`src/sv/gap_buffer_text_store_defines.svh`:
```
`ifndef GAP_BUFFER_TEXT_STORE_DEFINES_SVH
`define GAP_BUFFER_TEXT_STORE_DEFINES_SVH

// Same-cycle implication, checked at every clock edge out of reset.
`define GBTS_ASSERT_NOW(lbl, clk, rst_n, ante, cons, msg) \
  lbl: assert property (@(posedge clk) disable iff (!rst_n) (ante) |-> (cons)) else $error(msg);

// Next-cycle implication.
`define GBTS_ASSERT_NEXT(lbl, clk, rst_n, ante, cons, msg) \
  lbl: assert property (@(posedge clk) disable iff (!rst_n) (ante) |=> (cons)) else $error(msg);

`endif

```
`src/sv/gbts_pkg.sv`:
```
`timescale 1ns / 1ps
package gbts_pkg;

  localparam int unsigned FUNC_W = 2;
  localparam int unsigned POS_W  = 13;
  localparam int unsigned CHAR_W = 8;
  localparam int unsigned LEN_W  = 13;

  typedef enum logic [FUNC_W-1:0] {
    FUNC_INSERT = 2'd0,
    FUNC_DELETE = 2'd1,
    FUNC_READ   = 2'd2
  } func_e;

  typedef enum logic [2:0] {
    ST_IDLE,
    ST_DECIDE,
    ST_MOVE_RD,
    ST_MOVE_WR,
    ST_EDIT,
    ST_RESULT
  } state_e;

  typedef struct packed {
    logic rd_en;
    logic wr_en;
  } mem_cmd_t;

  typedef struct packed {
    logic              status;
    logic [CHAR_W-1:0] char_out;
    logic [LEN_W-1:0]  text_length;
  } res_t;

endpackage

```
`src/sv/gbts_ctrl.sv`:
```
`timescale 1ns / 1ps
module gbts_ctrl #(
  parameter int unsigned BUFFER_DEPTH = 4096,
  parameter int unsigned AW           = 12,
  parameter int unsigned PW           = 13
) (
  input  logic                         clk_i,
  input  logic                         rst_ni,
  input  logic                         in_valid_i,
  output logic                         in_ready_o,
  input  logic [gbts_pkg::FUNC_W-1:0]  func_i,
  input  logic [gbts_pkg::POS_W-1:0]   position_i,
  input  logic [gbts_pkg::CHAR_W-1:0]  char_in_i,
  output logic                         res_valid_o,
  input  logic                         res_ready_i,
  output gbts_pkg::res_t               res_o,
  output gbts_pkg::mem_cmd_t           mem_cmd_o,
  output logic [AW-1:0]                mem_raddr_o,
  output logic [AW-1:0]                mem_waddr_o,
  output logic [gbts_pkg::CHAR_W-1:0]  mem_wdata_o,
  input  logic [gbts_pkg::CHAR_W-1:0]  mem_rdata_i
);

  // Compare width: wide enough for both the position field and the pointers.
  localparam int unsigned CW = (PW > gbts_pkg::POS_W) ? PW : gbts_pkg::POS_W;

  gbts_pkg::state_e state_q, state_d;

  logic [gbts_pkg::FUNC_W-1:0] func_q, func_d;
  logic [gbts_pkg::POS_W-1:0]  pos_q, pos_d;
  logic [gbts_pkg::CHAR_W-1:0] char_q, char_d;
  logic                        ok_q, ok_d;
  logic [PW-1:0]               gb_q, gb_d;
  logic [PW-1:0]               gf_q, gf_d;

  logic [PW-1:0] gap_size;
  logic [PW-1:0] text_len;
  logic [PW-1:0] gb_dec;
  logic [PW-1:0] gf_dec;
  logic [CW-1:0] pos_ext;
  logic [CW-1:0] len_ext;
  logic [CW-1:0] gb_ext;
  logic [CW-1:0] read_idx;
  logic          is_ins;
  logic          is_del;
  logic          is_rd;
  logic          req_ok;
  logic          go_left;
  logic          go_right;

  assign gap_size = gf_q - gb_q;
  assign text_len = PW'(BUFFER_DEPTH) - gap_size;
  assign gb_dec   = gb_q - PW'(1);
  assign gf_dec   = gf_q - PW'(1);
  assign pos_ext  = CW'(pos_q);
  assign len_ext  = CW'(text_len);
  assign gb_ext   = CW'(gb_q);
  // Bytes before the gap sit at their position; bytes after it are shifted by the gap.
  assign read_idx = (pos_ext < gb_ext) ? pos_ext : (pos_ext + CW'(gap_size));

  assign is_ins = (func_q == gbts_pkg::FUNC_INSERT);
  assign is_del = (func_q == gbts_pkg::FUNC_DELETE);
  assign is_rd  = (func_q == gbts_pkg::FUNC_READ);

  // Unknown func codes fall through to reject.
  always_comb begin
    req_ok = 1'b0;
    if (is_ins) begin
      req_ok = (gap_size != '0) && (pos_ext <= len_ext);
    end else if (is_del || is_rd) begin
      req_ok = (pos_ext < len_ext);
    end
  end

  assign go_left  = (pos_ext < gb_ext);
  assign go_right = (pos_ext > gb_ext);

  always_comb begin
    state_d = state_q;
    unique case (state_q)
      gbts_pkg::ST_IDLE: begin
        if (in_valid_i) begin
          state_d = gbts_pkg::ST_DECIDE;
        end
      end
      gbts_pkg::ST_DECIDE: begin
        if (req_ok && (is_ins || is_del)) begin
          state_d = gbts_pkg::ST_MOVE_RD;
        end else begin
          state_d = gbts_pkg::ST_RESULT;
        end
      end
      gbts_pkg::ST_MOVE_RD: begin
        if (go_left || go_right) begin
          state_d = gbts_pkg::ST_MOVE_WR;
        end else begin
          state_d = gbts_pkg::ST_EDIT;
        end
      end
      gbts_pkg::ST_MOVE_WR: state_d = gbts_pkg::ST_MOVE_RD;
      gbts_pkg::ST_EDIT:    state_d = gbts_pkg::ST_RESULT;
      gbts_pkg::ST_RESULT: begin
        if (res_ready_i) begin
          state_d = gbts_pkg::ST_IDLE;
        end
      end
      default: state_d = gbts_pkg::ST_IDLE;
    endcase
  end

  always_comb begin
    func_d      = func_q;
    pos_d       = pos_q;
    char_d      = char_q;
    ok_d        = ok_q;
    gb_d        = gb_q;
    gf_d        = gf_q;
    in_ready_o  = 1'b0;
    res_valid_o = 1'b0;
    mem_cmd_o   = '0;
    mem_raddr_o = '0;
    mem_waddr_o = '0;
    mem_wdata_o = '0;
    unique case (state_q)
      gbts_pkg::ST_IDLE: begin
        in_ready_o = 1'b1;
        if (in_valid_i) begin
          func_d = func_i;
          pos_d  = position_i;
          char_d = char_in_i;
        end
      end
      gbts_pkg::ST_DECIDE: begin
        ok_d = req_ok;
        // Read needs no gap move: fetch straight from the store.
        if (is_rd && req_ok) begin
          mem_cmd_o.rd_en = 1'b1;
          mem_raddr_o     = read_idx[AW-1:0];
        end
      end
      gbts_pkg::ST_MOVE_RD: begin
        if (go_left) begin
          mem_cmd_o.rd_en = 1'b1;
          mem_raddr_o     = gb_dec[AW-1:0];
        end else if (go_right) begin
          mem_cmd_o.rd_en = 1'b1;
          mem_raddr_o     = gf_q[AW-1:0];
        end
      end
      gbts_pkg::ST_MOVE_WR: begin
        mem_cmd_o.wr_en = 1'b1;
        mem_wdata_o     = mem_rdata_i;
        if (go_left) begin
          mem_waddr_o = gf_dec[AW-1:0];
          gb_d        = gb_dec;
          gf_d        = gf_dec;
        end else begin
          mem_waddr_o = gb_q[AW-1:0];
          gb_d        = gb_q + PW'(1);
          gf_d        = gf_q + PW'(1);
        end
      end
      gbts_pkg::ST_EDIT: begin
        if (is_ins) begin
          mem_cmd_o.wr_en = 1'b1;
          mem_waddr_o     = gb_q[AW-1:0];
          mem_wdata_o     = char_q;
          gb_d            = gb_q + PW'(1);
        end else begin
          gf_d = gf_q + PW'(1);
        end
      end
      gbts_pkg::ST_RESULT: begin
        res_valid_o = 1'b1;
      end
      default: begin
        in_ready_o = 1'b0;
      end
    endcase
  end

  always_comb begin
    res_o.status      = !ok_q;
    res_o.char_out    = (ok_q && is_rd) ? mem_rdata_i : '0;
    res_o.text_length = gbts_pkg::LEN_W'(text_len);
  end

  always_ff @(posedge clk_i or negedge rst_ni) begin
    if (!rst_ni) begin
      state_q <= gbts_pkg::ST_IDLE;
      ok_q    <= 1'b0;
      gb_q    <= '0;
      gf_q    <= PW'(BUFFER_DEPTH);
    end else begin
      state_q <= state_d;
      ok_q    <= ok_d;
      gb_q    <= gb_d;
      gf_q    <= gf_d;
    end
  end

  always_ff @(posedge clk_i) begin
    func_q <= func_d;
    pos_q  <= pos_d;
    char_q <= char_d;
  end

endmodule

```
`config.mk`:
```
export PLATFORM = sky130hd
export DESIGN_NAME = gbts_ctrl
export DESIGN_NICKNAME = d
export VERILOG_FILES = /design/src/sv/gap_buffer_text_store_defines.svh /design/src/sv/gbts_pkg.sv /design/src/sv/gbts_ctrl.sv
export SDC_FILE = /design/constraint.sdc
export NUM_CORES = 1
export LEC_CHECK = 0
export BUFFER_PORTS_ARGS = -buffer_cell sky130_fd_sc_hd__buf_4
export CORE_MARGIN = 5
export CORE_UTILIZATION = 50
export DETAILED_ROUTE_END_ITERATION = 10
export PLACE_DENSITY = 0.69
export REMOVE_ABC_BUFFERS = 1
export SYNTH_ARGS = -nofsm -noshare
export SYNTH_HDL_FRONTEND = slang
export SYNTH_SLANG_ARGS = --single-unit
export TNS_END_PERCENT = 50
```
`constraint.sdc`:
```
create_clock -name clk_i -period 6.8 [get_ports clk_i]
set_input_delay 0.68 -clock clk_i [delete_from_list [all_inputs] [get_ports clk_i]]
set_output_delay 0.68 -clock clk_i [all_outputs]
set_load 0.01 [all_outputs]
```
==> results by group <==
Placed design
  – # placed instances: 905
  – Final RePlAce weighted congestion: 0.912
  – Count of input and output buffers: 92
  – Half-perimeter wire length of the detailed placement result: 12600 µm

Timing
  – Worst slew margin: 32.8%
  – Final period utilization: 93.6%
  – Final setup violation count: 0
  – Hold Fails Final Rpt: 0
  – Setup TNS after final layout: 0 ps
  – Unrepaired setup endpoints after global routing: no
  – Worst-margin pin slew: 1000 ps
  – Max Transition Viols Final: 0
  – Setup skew after layout: 6.42 ps
  – Minimum clock period after layout: 6360 ps
  – Top achievable clock speed: 157 MHz

Yosys
  – Share of the yosys chip area belonging to registers: 25.5%
  – Netlist cell types: 66
  – Compound-Gate Fraction of Synth Area: 19.8%
  – Post-synthesis sequential element count: 53
  – EDFF count, synth: 23
  – Count of synthesis-stage warnings from yosys: 0
  – Post-synth ARST share: 56.6%
  – Share of synthesized cell area in full adder, half adder and majority cells: 13.3%
  – Post-synthesis xor/xnor area fraction: 11.2%
  – Average size of a mapped cell: 8.01 µm²
  – Count of mapped cells out of synthesis: 705
  – Share of synthesized area spent on multiplexers: 1.84%
  – Share of synthesized cell area in and, or, nand and nor gates: 22.8%
  – Most used flip-flop cell after synthesis: sky130_fd_sc_hd__dfrtp_1
  – Main combinational cell family by area after synthesis: simple AND/OR/NAND/NOR gates
  – Post-synthesis instance area: 0.00565 mm²

Worst setup path
  – Max FO, Critical Path: 12
  – Setup CP Type: register to output pin
  – Arrival time worst endpoint: 5680 ps
  – Required time reported for the critical path endpoint: 6120 ps
  – Kind of capture point of the worst setup path: output pin
  – Kind of launch point of the worst setup path: register

Drt
  – Vias post-DR: 5377
  – Drt drc: 0
  – Post-detailed-route wirelength per cell: 17.6 µm
  – Detail-routed via count per cell: 5.89
  – Final antenna-violating net count: 0
  – Length of the first detailed-routing pass in iterations: 5
  – Number of violations reported at the end of detailed-routing iteration 0: 532
  – Total routed wirelength: 16100 µm

Clocking
  – Number of buffers created by CTS: 5
  – Clock insertion delay at the later pin of the skew report: 310 ps
  – CTS root buf: sky130_fd_sc_hd__clkbuf_16
  – Clock tree from TritonCTS: yes
  – Depth of the CTS H-tree: 2
  – Number of buffers inserted by post-CTS setup repair: 0
  – Sink Count: 53
  – Clock-pin slew reported for the worst setup and hold paths after clock tree synthesis: 70 ps
  – Largest buffer count on any clock path: 2
  – Hold-fix buffers at CTS: 0

Global routing
  – Initial antenna violation count: 0
  – Pin count of the biggest net entering global routing: 31
  – Via count of the first global-routing pass: 5269
  – Total track usage: 23.8%
  – Remaining Overflow, GRT: 0
  – Wire length of the first global-routing pass: 25500 µm

Final layout
  – Number of antenna repair diodes: 0
  – Total area of multi-input combinational cells: 0.00391 mm²
  – Post-layout instance count excluding filler cells: 913
  – Area added between synthesis and finish: 15.9%
  – Ratio of cells with drive above 1 in the final layout: 15.5%
  – Net total in the final layout: 866
  – Fillers: 978
  – Area occupied by registers: 0.00144 mm²

Outcome
  – Run status: complete, no violations

Hold path
  – Class of the worst hold path: input port to async pin

Die
  – Core area: 0.0109 mm²
  – Die Area: 0.0135 mm²
  – Die Y-Extent: 116 µm
  – Ports placed on the boundary: 93
  – Starting Density: 51.6%
  – DIE WIDTH: 116 µm
  – Number of placement rows: 38

Job
  – Number of maximum-capacitance violations: 0
-- state kept, by name, indices dropped and copies added, names as in the netlist --
register and cells:
gf_q 13, state_q 3, pos_ext 13, gb_ext 13, func_q 2, ok_q 1, char_q 8
-- metrics by stage --
step / setup WS, ps / util [%] / area, µm² / hold slack (ps)
2_1_floorplan: 1440 / - / 5500 / 384
3_5_place_dp: 761 / 58.5 / 6390 / 493
3_3_place_gp: 1020 / 58.5 / 6390 / 489
5_1_grt: 88.9 / 59.9 / 6550 / 336
4_1_cts: 373 / 59.8 / 6540 / 307
6_report: 435 / 59.9 / 6550 / 285
-- area by class of cell --
cell class              instances  area share [%]
multi-input cells             573            59.7
flip-flops and latches         53            22.0
repair buffers                 95            10.9
well taps                     140            2.68
inverters                      44            2.52
clock buffers                   7            2.08
clock inverters                 1          0.0956
-- synth_stat cells, drive strengths merged (23+ instances only) --
library cell	n	area, µm²
edfxtp	23	691
ha	57	713
xnor2	49	429
clkbuf	29	109
nor2	54	203
xor2	23	201
nand2	60	228
inv	44	165
nand3	25	125
a21oi	49	249
o21ai	57	285
nor3	25	125
dfrtp	29	726
-- routing by layer --
layer  vias up  track usage (%)  part of all wire (%)
met5         -                0                     0
met1      2542             31.7                    46
met4         0             9.90                   2.7
met3        27             3.68                   4.7
li1       2660                -                     -
met2       148             38.4                    47
-- kinds of logic (layout without fill, tap and decap cells) --
logic type / after synthesis / after routing
and+or+nand+nor: 254 / 254
muxes: 10 / 10
buffers and inverters: 79 / 147
adders and majority gates: 59 / 59
DFF: 53 / 53
AOI/OAI and AO/OA: 178 / 178
xor gates and xnor gates: 72 / 72
-- cell usage in the layout (no fill, tap or decap), types with 4 or more instances in the layout --
cell	synthesis	layout
sky130_fd_sc_hd__o21ai_0	51	50
sky130_fd_sc_hd__or3_1	16	16
sky130_fd_sc_hd__and2_1	6	6
sky130_fd_sc_hd__nand3_1	25	25
sky130_fd_sc_hd__ha_1	57	57
sky130_fd_sc_hd__o21bai_1	4	4
sky130_fd_sc_hd__nor3_1	25	24
sky130_fd_sc_hd__xor2_1	23	23
sky130_fd_sc_hd__buf_4	0	95
sky130_fd_sc_hd__mux2i_1	7	7
sky130_fd_sc_hd__a21o_1	10	10
sky130_fd_sc_hd__and3_1	17	17
sky130_fd_sc_hd__inv_1	44	44
sky130_fd_sc_hd__a211o_1	8	8
sky130_fd_sc_hd__o22ai_1	6	6
sky130_fd_sc_hd__nor4_1	5	5
sky130_fd_sc_hd__xnor2_1	49	49
sky130_fd_sc_hd__nand4_1	11	11
sky130_fd_sc_hd__nand2b_1	6	6
sky130_fd_sc_hd__o21ai_1	6	7
sky130_fd_sc_hd__edfxtp_1	23	23
sky130_fd_sc_hd__nand2_1	59	59
sky130_fd_sc_hd__dfrtp_1	29	29
sky130_fd_sc_hd__a21oi_1	48	47
sky130_fd_sc_hd__nor2b_1	8	8
sky130_fd_sc_hd__a211oi_1	7	7
sky130_fd_sc_hd__nor2_1	54	54
sky130_fd_sc_hd__clkbuf_16	0	5
sky130_fd_sc_hd__a22o_1	9	9
-- critical path, cell delays in order (launching register included) --
cell                        delay [ps]
sky130_fd_sc_hd__dfrtp_1           450
sky130_fd_sc_hd__inv_1             150
sky130_fd_sc_hd__ha_1              210
sky130_fd_sc_hd__inv_1              60
sky130_fd_sc_hd__fa_1              500
sky130_fd_sc_hd__inv_1             130
sky130_fd_sc_hd__ha_1              230
sky130_fd_sc_hd__nand4_1           120
sky130_fd_sc_hd__a21oi_1           150
sky130_fd_sc_hd__and3b_1           230
sky130_fd_sc_hd__or3_1             400
sky130_fd_sc_hd__or2_2             330
sky130_fd_sc_hd__nor2_1            210
sky130_fd_sc_hd__xor2_1            180
sky130_fd_sc_hd__ha_1              260
sky130_fd_sc_hd__a21o_1            160
sky130_fd_sc_hd__a21o_1            170
sky130_fd_sc_hd__a211oi_1          340
sky130_fd_sc_hd__o2111ai_1         250
sky130_fd_sc_hd__a21oi_2           250
sky130_fd_sc_hd__nand2_4           150
sky130_fd_sc_hd__o22ai_1           230
sky130_fd_sc_hd__buf_4             170
-- repair_timing --
action,4_1_cts,5_1_grt
gates resized for setup,0,2
endpoints found under the hold margin,0,0
endpoints found under the setup margin,0,2
-- final timing paths --
path | end | cells after the start | slack (ps) | from
setup / recovery | mem_raddr_o[8] | 22 | 440 | gf_q[0]
hold / removal | gf_q[2] | 1 | 290 | rst_ni
setup reg to reg | state_q[2] | 21 | 1350 | gf_q[0]
hold reg to reg | gf_q[12] | 1 | 500 | gf_q[12]
max in group asynchronous | gf_q[12] | 1 | 6180 | rst_ni
min in group clk_i | gf_q[12] | 1 | 500 | gf_q[12]
Power is not shown: default switching activity piles up to over one toggle a cycle in this logic, so the estimate is an artifact.
